==> src/design/hsfd_pkg.sv <==
// Shared types and constants for the humidity sensor frame decoder.
// No dependencies; imported by every module of the block except hsfd_checker.
`default_nettype none

package hsfd_pkg;

  localparam logic [7:0] CRC_INIT = 8'hFF;
  localparam logic [7:0] CRC_POLY = 8'h31;

  // Conversion scales, result in hundredths
  localparam logic [14:0] TEMP_SCALE  = 15'd17500;
  localparam logic [14:0] HUM_SCALE   = 15'd10000;
  localparam logic [14:0] TEMP_OFFSET = 15'd4500;

  // Byte slot within the six-byte reply
  typedef enum logic [2:0] {
    POS_T_HI  = 3'd0,
    POS_T_LO  = 3'd1,
    POS_T_CRC = 3'd2,
    POS_H_HI  = 3'd3,
    POS_H_LO  = 3'd4,
    POS_H_CRC = 3'd5
  } pos_t;

  // Completed reply handed from the byte tracker to the converter
  typedef struct packed {
    logic [15:0] temp_word;
    logic [15:0] hum_word;
    logic        crc_ok;
  } frame_t;

  // One byte of CRC-8, MSB first, unrolled
  function automatic logic [7:0] crc8_byte(input logic [7:0] crc, input logic [7:0] data);
    logic [7:0] c;
    c = crc ^ data;
    for (int i = 0; i < 8; i++) begin
      c = c[7] ? ((c << 1) ^ CRC_POLY) : (c << 1);
    end
    return c;
  endfunction

endpackage

`default_nettype wire

==> src/design/hsfd_frame.sv <==
// Byte tracker: slot counter, running CRC-8 and word capture for one reply.
// Depends on hsfd_pkg. Holds one completed frame until the converter takes it.
`default_nettype none

module hsfd_frame (
  input  wire logic            clk,
  input  wire logic            rst_n,
  input  wire logic            in_valid,
  output logic                 in_stall,
  input  wire logic [7:0]      in_rx_byte,
  input  wire logic            in_frame_start,
  output hsfd_pkg::frame_t     frm,
  output logic                 frm_valid,
  input  wire logic            frm_take
);
  import hsfd_pkg::*;

  pos_t        pos_r, pos_nxt, pos;
  logic [7:0]  crc_r, crc_nxt;
  logic [7:0]  hold_r, hold_nxt;
  logic [15:0] tword_r, tword_nxt;
  logic [15:0] hword_r, hword_nxt;
  logic        first_ok_r, first_ok_nxt;
  frame_t      frm_r, frm_nxt;
  logic        frm_valid_r, frm_valid_nxt;
  logic        accept;
  logic        frm_load;

  // Only stall while a finished frame is parked and cannot move on
  assign in_stall  = frm_valid_r & ~frm_take;
  assign accept    = in_valid & ~in_stall;
  assign frm       = frm_r;
  assign frm_valid = frm_valid_r;

  always_comb begin
    pos          = in_frame_start ? POS_T_HI : pos_r;
    if (pos > POS_H_CRC) begin
      pos = POS_T_HI;
    end
    pos_nxt      = pos_r;
    crc_nxt      = crc_r;
    hold_nxt     = hold_r;
    tword_nxt    = tword_r;
    hword_nxt    = hword_r;
    first_ok_nxt = first_ok_r;
    frm_nxt      = frm_r;
    frm_load     = 1'b0;
    if (accept) begin
      unique case (pos)
        POS_T_HI: begin
          crc_nxt  = crc8_byte(CRC_INIT, in_rx_byte);
          hold_nxt = in_rx_byte;
          pos_nxt  = POS_T_LO;
        end
        POS_H_HI: begin
          crc_nxt  = crc8_byte(CRC_INIT, in_rx_byte);
          hold_nxt = in_rx_byte;
          pos_nxt  = POS_H_LO;
        end
        POS_T_LO: begin
          crc_nxt   = crc8_byte(crc_r, in_rx_byte);
          tword_nxt = {hold_r, in_rx_byte};
          pos_nxt   = POS_T_CRC;
        end
        POS_T_CRC: begin
          first_ok_nxt = (crc_r == in_rx_byte);
          crc_nxt      = CRC_INIT;
          pos_nxt      = POS_H_HI;
        end
        POS_H_LO: begin
          crc_nxt   = crc8_byte(crc_r, in_rx_byte);
          hword_nxt = {hold_r, in_rx_byte};
          pos_nxt   = POS_H_CRC;
        end
        POS_H_CRC: begin
          frm_nxt.temp_word = tword_r;
          frm_nxt.hum_word  = hword_r;
          frm_nxt.crc_ok    = first_ok_r & (crc_r == in_rx_byte);
          frm_load          = 1'b1;
          crc_nxt           = CRC_INIT;
          pos_nxt           = POS_T_HI;
        end
        default: begin
          pos_nxt = POS_T_HI;
        end
      endcase
    end
  end

  always_comb begin
    if (frm_load) begin
      frm_valid_nxt = 1'b1;
    end else if (frm_take) begin
      frm_valid_nxt = 1'b0;
    end else begin
      frm_valid_nxt = frm_valid_r;
    end
  end

  always_ff @(posedge clk) begin
    if (!rst_n) begin
      pos_r       <= POS_T_HI;
      crc_r       <= CRC_INIT;
      hold_r      <= '0;
      tword_r     <= '0;
      hword_r     <= '0;
      first_ok_r  <= 1'b0;
      frm_valid_r <= 1'b0;
    end else begin
      pos_r       <= pos_nxt;
      crc_r       <= crc_nxt;
      hold_r      <= hold_nxt;
      tword_r     <= tword_nxt;
      hword_r     <= hword_nxt;
      first_ok_r  <= first_ok_nxt;
      frm_valid_r <= frm_valid_nxt;
    end
  end

  always_ff @(posedge clk) begin
    frm_r <= frm_nxt;
  end

endmodule

`default_nettype wire

==> src/design/hsfd_conv.sv <==
// Converter: raw words to hundredths of a degree / percent, into the result register.
// Depends on hsfd_pkg. One constant multiply per word, divide by 65535 via shift-and-fold.
`default_nettype none

module hsfd_conv (
  input  wire logic              clk,
  input  wire logic              rst_n,
  input  wire logic              frm_valid,
  input  wire hsfd_pkg::frame_t  frm,
  output logic                   frm_take,
  output logic                   out_valid,
  input  wire logic              out_stall,
  output logic signed [14:0]     out_temperature_centi,
  output logic [13:0]            out_humidity_centi,
  output logic                   out_crc_ok
);
  import hsfd_pkg::*;

  // round(mult * raw / 65535); no exact halves since 65535 is odd.
  // x = q0*65536 + lo = q0*65535 + (lo + q0), and lo + q0 < 2*65535.
  function automatic logic [14:0] scale_round(input logic [15:0] raw,
                                              input logic [14:0] mult);
    logic [30:0] x;
    logic [14:0] q0;
    logic [16:0] rem;
    x   = 31'(mult * raw) + 31'd32767;
    q0  = x[30:16];
    rem = {1'b0, x[15:0]} + {2'b00, q0};
    return q0 + ((rem >= 17'd65535) ? 15'd1 : 15'd0);
  endfunction

  logic              out_valid_r, out_valid_nxt;
  logic [14:0]       temp_r, temp_nxt;
  logic [13:0]       hum_r, hum_nxt;
  logic              ok_r;
  logic [14:0]       hum_q;

  assign frm_take = ~out_valid_r | ~out_stall;

  always_comb begin
    temp_nxt      = scale_round(frm.temp_word, TEMP_SCALE) - TEMP_OFFSET;
    hum_q         = scale_round(frm.hum_word, HUM_SCALE);
    hum_nxt       = hum_q[13:0];
    out_valid_nxt = frm_take ? frm_valid : out_valid_r;
  end

  always_ff @(posedge clk) begin
    if (!rst_n) begin
      out_valid_r <= 1'b0;
    end else begin
      out_valid_r <= out_valid_nxt;
    end
  end

  always_ff @(posedge clk) begin
    if (frm_take && frm_valid) begin
      temp_r <= temp_nxt;
      hum_r  <= hum_nxt;
      ok_r   <= frm.crc_ok;
    end
  end

  assign out_valid             = out_valid_r;
  assign out_temperature_centi = signed'(temp_r);
  assign out_humidity_centi    = hum_r;
  assign out_crc_ok            = ok_r;

endmodule

`default_nettype wire

==> src/design/humidity_sensor_frame_decoder.sv <==
// Top level of the humidity sensor frame decoder: byte tracker plus converter.
// Depends on hsfd_pkg, hsfd_frame and hsfd_conv.
//
// Takes one reply byte per cycle unless stalled (temperature hi/lo/CRC, humidity
// hi/lo/CRC). The CRC-8 tracker handles each byte and registers a completed frame
// at the edge that accepts the sixth byte; the converter stage (constant multiply
// and divide by 65535) is combinational and feeds the output register, which loads
// the result when the converter takes the frame. Input stalls only when a completed
// frame and a pending result are both held while the output side stalls.
// in_frame_start forces the byte to be taken as the first of a new reply.
`default_nettype none

module humidity_sensor_frame_decoder (
  input  wire logic          clk,
  input  wire logic          rst_n,
  input  wire logic          in_valid,
  output logic               in_stall,
  input  wire logic [7:0]    in_rx_byte,
  input  wire logic          in_frame_start,
  output logic               out_valid,
  input  wire logic          out_stall,
  output logic signed [14:0] out_temperature_centi,
  output logic [13:0]        out_humidity_centi,
  output logic               out_crc_ok
);
  import hsfd_pkg::*;

  frame_t frm;
  logic   frm_valid;
  logic   frm_take;

  hsfd_frame u_frame (
    .clk            (clk),
    .rst_n          (rst_n),
    .in_valid       (in_valid),
    .in_stall       (in_stall),
    .in_rx_byte     (in_rx_byte),
    .in_frame_start (in_frame_start),
    .frm            (frm),
    .frm_valid      (frm_valid),
    .frm_take       (frm_take)
  );

  hsfd_conv u_conv (
    .clk                   (clk),
    .rst_n                 (rst_n),
    .frm_valid             (frm_valid),
    .frm                   (frm),
    .frm_take              (frm_take),
    .out_valid             (out_valid),
    .out_stall             (out_stall),
    .out_temperature_centi (out_temperature_centi),
    .out_humidity_centi    (out_humidity_centi),
    .out_crc_ok            (out_crc_ok)
  );

endmodule

`default_nettype wire

==> config.mk <==
export PLATFORM = sky130hd
export DESIGN_NAME = humidity_sensor_frame_decoder
export DESIGN_NICKNAME = d
export VERILOG_FILES = /design/src/design/hsfd_pkg.sv /design/src/design/hsfd_frame.sv /design/src/design/hsfd_conv.sv /design/src/design/humidity_sensor_frame_decoder.sv
export SDC_FILE = /design/constraint.sdc
export NUM_CORES = 1
export LEC_CHECK = 0
export ABC_AREA = 1
export BUFFER_PORTS_ARGS = -buffer_cell sky130_fd_sc_hd__buf_2
export CORE_ASPECT_RATIO = 0.8
export CORE_UTILIZATION = 41
export DETAILED_ROUTE_END_ITERATION = 16
export GPL_ROUTABILITY_DRIVEN = 0
export PLACE_DENSITY_LB_ADDON = 0.1
export SLEW_MARGIN = 20
export SYNTH_ARGS = -nofsm -noshare
export SYNTH_HDL_FRONTEND = slang
export SYNTH_SLANG_ARGS = --single-unit
export TNS_END_PERCENT = 30
==> constraint.sdc <==
create_clock -name clk -period 9.72 [get_ports clk]
set_clock_uncertainty 0.1 [all_clocks]
set_input_delay 0.972 -clock clk [delete_from_list [all_inputs] [get_ports clk]]
set_output_delay 0.972 -clock clk [all_outputs]
set_load 0.03 [all_outputs]
# Word level (Yosys, flattened, before mapping)
# Cells that the tools add are included.
[totals]
regBits = 117
input_bits = 13
word_cells = 97
out_inout_bits = 32
[classes]
mux = 26
mul = 2
n_bitwise = 26
n_reduce_logical = 13
n_addsub = 7
order_cmp = 3
n_eq_ne = 6
[ops]
columns = ["operator", "n"]
rows = [
  ["$mux W6", 16],
  ["$not A3 Y3", 16],
  ["$add A16 B15 Y17", 2],
  ["$ge A17 B16 Y1 const B", 2],
  ["$add A30 B15 Y31 const B", 1],
  ["$add A31 B15 Y31 const B", 1],
  ["$mul A13 B16 Y29 const A", 1],
  ["$mul A10 B16 Y26 const A", 1],
  ["$pmux W8 S3", 1],
  ["$add A15 B15 Y15", 1],
  ["$pmux W3 S5", 1],
  ["$sub A15 B13 Y15 const B", 1],
  ["$add A14 B14 Y14", 1],
  ["$reduce_and A2 Y1", 6],
  ["$eq A8 B8 Y1", 1],
  ["$not A8 Y8", 1],
  ["$xor A8 B8 Y8", 1],
  ["$eq A3 B2 Y1 const B", 2],
  ["$eq A3 B3 Y1 const B", 2],
  ["$mux W1", 6],
  ["$mux W3", 2],
  ["$reduce_or A2 Y1", 3],
  ["$not A1 Y1", 4],
  ["$and A1 B1 Y1", 3],
  ["other kinds (7)", 7],
]

# Logic depth before layout (Yosys ltp)
[depth]
depth_word = 18
mapped_depth = 52
depth_no_buf = 52

# Hierarchy
# Synthesis repeated with hierarchy kept, for this count alone.
[hier_totals]
hier_cells = 1906
area_unflattened_um2 = 14386.3
[by_module_without_submodules]
columns = ["mod", "n_inst", "area_per_inst_um2", "cells_per_inst"]
rows = [
  ["hsfd_conv", 1, 10821.6, 1515],
  ["hsfd_frame", 1, 3564.7, 391],
]

# Worst setup path after synthesis
# Ideal clock, no wire load.
[synth_path]
path_type = "register to register"
startpoint = "reg u_frame.frm_r (netlist bit u_frame.frm[5])"
endpoint = "reg u_conv.hum_r[12], in the netlist u_conv.out_humidity_centi[12] (data pin)"
stages_incl_launch_ff = 44
slack_ns = 2.098
t_arrival_ns = 7.260
cell_sequence = "edfxtp_1 > inv_1 > fa_1 > inv_1 > ha_1 > inv_1 > fa_1 > inv_1 > ha_1 > inv_1 > fa_1 > inv_1 > ha_1 > inv_2 > o21ai_2 > nand2_1 > nand3_4 > a21oi_2 > [8 not listed] > a2111oi_0 > nand2_1 > nand2_1 > nand2_1 > nand2_1 > nand2_1 > nor2_1 > nand4_1 > nand2_1 > ha_1 > ha_1 > inv_1 > nor3_1 > nand3_2 > nor2_2 > nand3_2 > nor3_2 > xor2_1"
[synth_via]
elab_chain_len = 6
[synth_rtl]
columns = ["element", "line_no", "text"]
rows = [
  ["start, declared", "hsfd_frame.sv:24", "frame_t frm_r, frm_nxt;"],
  ["start signal, assigned", "hsfd_frame.sv:121", "frm_r <= frm_nxt;"],
  ["$mul A10 B16 Y26 (*)", "hsfd_conv.sv:26", "x = 31'(mult * raw) + 31'd32767;"],
  ["$add A30 B15 Y31 (*)", "hsfd_conv.sv:26", ""],
  ["$add A16 B15 Y17", "hsfd_conv.sv:28", "rem = {1'b0, x[15:0]} + {2'b00, q0};"],
  ["$ge A17 B16 Y1", "hsfd_conv.sv:29", "return q0 + ((rem >= 17'd65535) ? 15'd1 : 15'd0);"],
  ["$mux W1", "hsfd_conv.sv:29", ""],
  ["$add A14 B14 Y14 (*)", "hsfd_conv.sv:29", ""],
  ["via u_conv.hum_q[12]", "hsfd_conv.sv:36", "logic [14:0] hum_q;"],
  ["end signal, assigned", "hsfd_conv.sv:58", "hum_r <= hum_nxt;"],
  ["end, declared", "hsfd_conv.sv:34", "logic [13:0] hum_r, hum_nxt;"],
]
# Mark *: on every way through the listed nets, which the timed path passes. The rest lies on a longest branch.
# A chain may end at the register's enable or synchronous reset.

# Final worst setup path
# Ends and elaborated chain as after synthesis.

==> impl_results.html <==
<table>
<tr><th>Metric</th><th>Value</th></tr>
<tr><th colspan="2">Outcome</th></tr>
<tr><td>Run status</td><td>finished clean</td></tr>
<tr><th colspan="2">Logic synthesis</th></tr>
<tr><td>Cell Area, Synth</td><td>~14000 um2</td></tr>
<tr><td>Avg Cell Area, Syn</td><td>approximately 7.5 um2</td></tr>
<tr><td>Syn Inst Count</td><td>1891</td></tr>
<tr><td>Yosys reg bits</td><td>117</td></tr>
<tr><td>Ranking of synthesized cells by instance count</td><td>405 x nand2_1, 393 x inv_1, 205 x ha_1, 175 x nor2_1, 97 x nand3_1</td></tr>
<tr><td>Post-synthesis net count</td><td>between 2000 and 2500</td></tr>
<tr><td>Synthesis warning total</td><td>0</td></tr>
<tr><td>Top_reg_cell synth</td><td>edfxtp_1</td></tr>
<tr><td>Number of flops mapped to enable cells by yosys</td><td>63</td></tr>
<tr><td>Async set-reset flop share out of synthesis</td><td>0</td></tr>
<tr><td>Distinct cell type count of the synthesized netlist</td><td>52</td></tr>
<tr><td>Top post-synthesis cells by area</td><td>ha_1 18%, edfxtp_1 13%, fa_1 11%</td></tr>
<tr><td>Library cell with the largest summed area after synthesis</td><td>ha_1</td></tr>
<tr><td>Most common cell in the netlist</td><td>nand2_1</td></tr>
<tr><td>Sequential element share of the synthesized area</td><td>0.210</td></tr>
<tr><td>Post-synth top area share</td><td>0.181</td></tr>
<tr><th colspan="2">Timing</th></tr>
<tr><td>Max transition margin</td><td>0.281</td></tr>
<tr><td>Post-route worst hold slack</td><td>approximately 0.32 ns</td></tr>
<tr><td>Minimum clock period</td><td>about 8.9 ns</td></tr>
<tr><td>RSZ-0062 raised after global routing</td><td>false</td></tr>
<tr><td>Tightest Pin Transition</td><td>~1.1 ns</td></tr>
<tr><td>Post-route setup TNS</td><td>0 ns</td></tr>
<tr><td>Final Slew Violations</td><td>0</td></tr>
<tr><td>Hold violation count in the final report</td><td>0</td></tr>
<tr><td>Period utilization</td><td>0.912</td></tr>
<tr><td>Number of endpoints failing setup at the final stage</td><td>0</td></tr>
<tr><td>Maximum clock frequency</td><td>about 110 MHz</td></tr>
<tr><th colspan="2">Die</th></tr>
<tr><td>Initial Util</td><td>0.419</td></tr>
<tr><td>Die ar.</td><td>about 35000 um2</td></tr>
<tr><td>Vert. Die Dim</td><td>between 150 and 200 um</td></tr>
<tr><td>Core Rows</td><td>60</td></tr>
<tr><td>Number of I/O pins</td><td>45</td></tr>
<tr><td>Chip width</td><td>between 200 and 250 um</td></tr>
<tr><td>Core region area</td><td>33800 um2</td></tr>
<tr><th colspan="2">Placement</th></tr>
<tr><td>Placed cell count</td><td>between 2000 and 2500</td></tr>
<tr><td>Final HPWL from detailed placement</td><td>28.6 mm</td></tr>
<tr><td>Count of buffers from port buffering</td><td>44</td></tr>
<tr><th colspan="2">Final layout</th></tr>
<tr><td>Fraction of final layout cells sized beyond drive strength 1</td><td>0.0743</td></tr>
<tr><td>Number of nets in the finished design</td><td>about 2200</td></tr>
<tr><td>Number of standard cells in the final layout excluding fillers</td><td>between 2000 and 2500</td></tr>
<tr><td>Antenna diode count</td><td>0</td></tr>
<tr><td>Growth of design area from synthesis to finish</td><td>9.14%</td></tr>
<tr><td>Final-layout fill cell count</td><td>3432</td></tr>
<tr><th colspan="2">Worst setup path</th></tr>
<tr><td>Reg-to-reg startpoint</td><td>u_frame.frm[5]</td></tr>
<tr><td>Logic depth of the worst register-to-register path</td><td>between 40 and 50</td></tr>
<tr><td>Register-to-Register Setup Slack</td><td>roughly 0.85 ns</td></tr>
<tr><td>Kind of launch point of the worst setup path</td><td>register</td></tr>
<tr><td>Critical path peak fanout</td><td>6</td></tr>
<tr><td>Arrival time at the worst endpoint</td><td>8.94 ns</td></tr>
<tr><td>Crit path launch</td><td>u_frame.frm[5]</td></tr>
<tr><td>Cell seen most often among critical-path stages</td><td>inv_1</td></tr>
<tr><td>Cell with the biggest individual delay on the critical path</td><td>fa_1</td></tr>
<tr><td>Required time of the critical path</td><td>between 9 and 10 ns</td></tr>
<tr><td>Category of the worst setup path capture point</td><td>register</td></tr>
<tr><td>Type of the worst setup path</td><td>reg2reg</td></tr>
<tr><td>Delay of the slowest cell on the worst path</td><td>0.55 ns</td></tr>
<tr><td>Endpoint of the lowest-slack register-to-register path</td><td>u_conv.out_humidity_centi[12]</td></tr>
<tr><th colspan="2">GRT</th></tr>
<tr><td>Number of antenna violations at the first check in global routing</td><td>1</td></tr>
<tr><td>Via count of the first global-routing pass</td><td>~11000</td></tr>
<tr><td>Final global-route overflow total</td><td>0</td></tr>
<tr><td>Maximum number of pins on one net before global-route repair</td><td>45</td></tr>
<tr><td>Overall routing resource usage</td><td>0.202</td></tr>
<tr><td>Global-route wire length before repair</td><td>approximately 57 mm</td></tr>
<tr><th colspan="2">Pwr</th></tr>
<tr><td>Pwr/cell area</td><td>around 80 nW/um2</td></tr>
<tr><td>Peak supply drop</td><td>~150 uV</td></tr>
<tr><td>Overall Power</td><td>about 1.2 mW</td></tr>
<tr><td>Leakage power</td><td>8.17 nW</td></tr>
<tr><th colspan="2">Route</th></tr>
<tr><td>Final routed wire length divided by cell count</td><td>between 10 and 15 um</td></tr>
<tr><td>1st-pass router iterations</td><td>5</td></tr>
<tr><td>DRT Wirelength</td><td>roughly 34 mm</td></tr>
<tr><td>ANT nets after route</td><td>0</td></tr>
<tr><td>Vias after detailed routing</td><td>between 10000 and 15000</td></tr>
<tr><td>DR iter-0 viols</td><td>between 600 and 700</td></tr>
<tr><td>DRC violation count after routing</td><td>0</td></tr>
<tr><td>Vias/cell</td><td>~4.8</td></tr>
<tr><th colspan="2">CTS</th></tr>
<tr><td>Clock transition at path regs</td><td>0.06 ns</td></tr>
<tr><td>TritonCTS clock tree</td><td>done</td></tr>
<tr><td>Level count of the clock H-tree</td><td>4</td></tr>
<tr><td>Root Driver</td><td>clkbuf_16</td></tr>
<tr><td>Number of clock sinks</td><td>roughly 120</td></tr>
<tr><td>Num CTS Buffers</td><td>17</td></tr>
<tr><td>Cts-stage hold buffer count</td><td>0</td></tr>
<tr><td>Post-CTS Repair Setup Buffers</td><td>0</td></tr>
<tr><td>Clk Latency, worst-skew pair</td><td>~0.44 ns</td></tr>
<tr><td>Max Buffers Root-to-Sink</td><td>2</td></tr>
<tr><td>Count of cells resized by post-cts repair</td><td>0</td></tr>
<tr><th colspan="2">Flow run</th></tr>
<tr><td>Number of maximum-capacitance violations</td><td>0</td></tr>
<tr><th colspan="2">Worst hold path</th></tr>
<tr><td>Hold path cells</td><td>0</td></tr>
<tr><td>Worst min-delay path endpoint</td><td>u_frame.frm[21]</td></tr>
<tr><td>Hold path startpoint</td><td>u_frame.tword_r[4]</td></tr>
<tr><td>Worst hold path type</td><td>reg2reg</td></tr>
</table>
==> final cells by class <==
type | instances | area, um2 | share of cell area
multi-input combinational | 1356 | 9640 | 0.624
sequential | 117 | 2970 | 0.192
inverter | 400 | 1500 | 0.0971
tap | 434 | 543 | 0.0351
clock buffer | 23 | 500 | 0.0324
timing repair buffer | 46 | 235 | 0.0152
clock inverter | 9 | 65.1 | 0.00421
==> sequential cells by signal, summed over array words and instances (netlist names), 3 cells and up <==
signal and cells:
u_conv.out_temperature_centi 15, u_frame.hold_r 8, u_frame.crc_r 8, u_frame.hword_r 16, u_frame.tword_r 16, u_frame.pos_r 3, u_conv.out_humidity_centi 14, u_frame.frm 33
==> cell families after synthesis <==
family / synth area share
compound gates: 0.0695
simple gates: 0.246
flops: 0.210
xor+xnor: 0.0694
buf+inv: 0.111
fa+ha+maj: 0.294
==> worst max-delay path, delay by kind of cell, from the launching register on <==
kind                       cells  cell delay (ns)
DFF                            1             0.47
xor gates and xnor gates       2             0.29
buffers and inverters         10             0.69
and+or+nand+nor               21             2.59
AOI/OAI and AO/OA              5             1.26
adders and majority gates      9             3.19
==> layout by cell type (no fill, tap or decap), types with 3 or more instances in the layout <==
cell         n
a21o_1       4
a21oi_1     77
a21oi_2      4
a31oi_1      3
buf_2       44
clkbuf_1     3
clkbuf_16   19
dfxtp_1     54
edfxtp_1    63
fa_1        80
ha_1       205
inv_1      393
inv_2        5
inv_4        3
nand2_1    405
nand2_2     12
nand3_1     97
nand3_2      9
nand3b_1    14
nand4_1     29
nor2_1     174
nor2_2       8
nor2_4       6
nor3_1      15
nor3_2       3
o211ai_1     6
o21ai_0     59
o21ai_1      3
o21bai_1     6
or2_2        7
xnor2_1     30
xor2_1      66
xor2_2       5
==> stage by stage <==
stage | area, um2 | worst slack [ns] | utilization
after floorplan | 14200 | 2.10 | -
after global placement | 14900 | 0.940 | 0.441
after detailed placement | 14900 | 0.918 | 0.441
after CTS | 15500 | 0.894 | 0.458
after global routing | 15500 | 0.0301 | 0.458
final | 15500 | 0.853 | 0.458
==> metal layers <==
metal / part of all wire / global-route usage / up-vias
met5: 0 / 0 / -
met4: 0.0093 / 0.0409 / 0
met3: 0.035 / 0.0312 / 25
met2: 0.41 / 0.302 / 199
met1: 0.55 / 0.304 / 5241
li1: - / - / 6059
==> worst max-delay path by stage <==
stage                                    end
5_1_grt        u_conv.out_humidity_centi[12]
3_3_place_gp   u_conv.out_humidity_centi[12]
4_1_cts        u_conv.out_humidity_centi[12]
3_5_place_dp   u_conv.out_humidity_centi[12]
6_report       u_conv.out_humidity_centi[12]
2_1_floorplan  u_conv.out_humidity_centi[12]
==> where the power goes <==
part	internal, mW	total, mW	switching, mW
sequential	0.528	0.535	0.00764
clock	0.364	0.609	0.244
combinational	0.0392	0.102	0.0628
(Power assumes the default switching activity.)
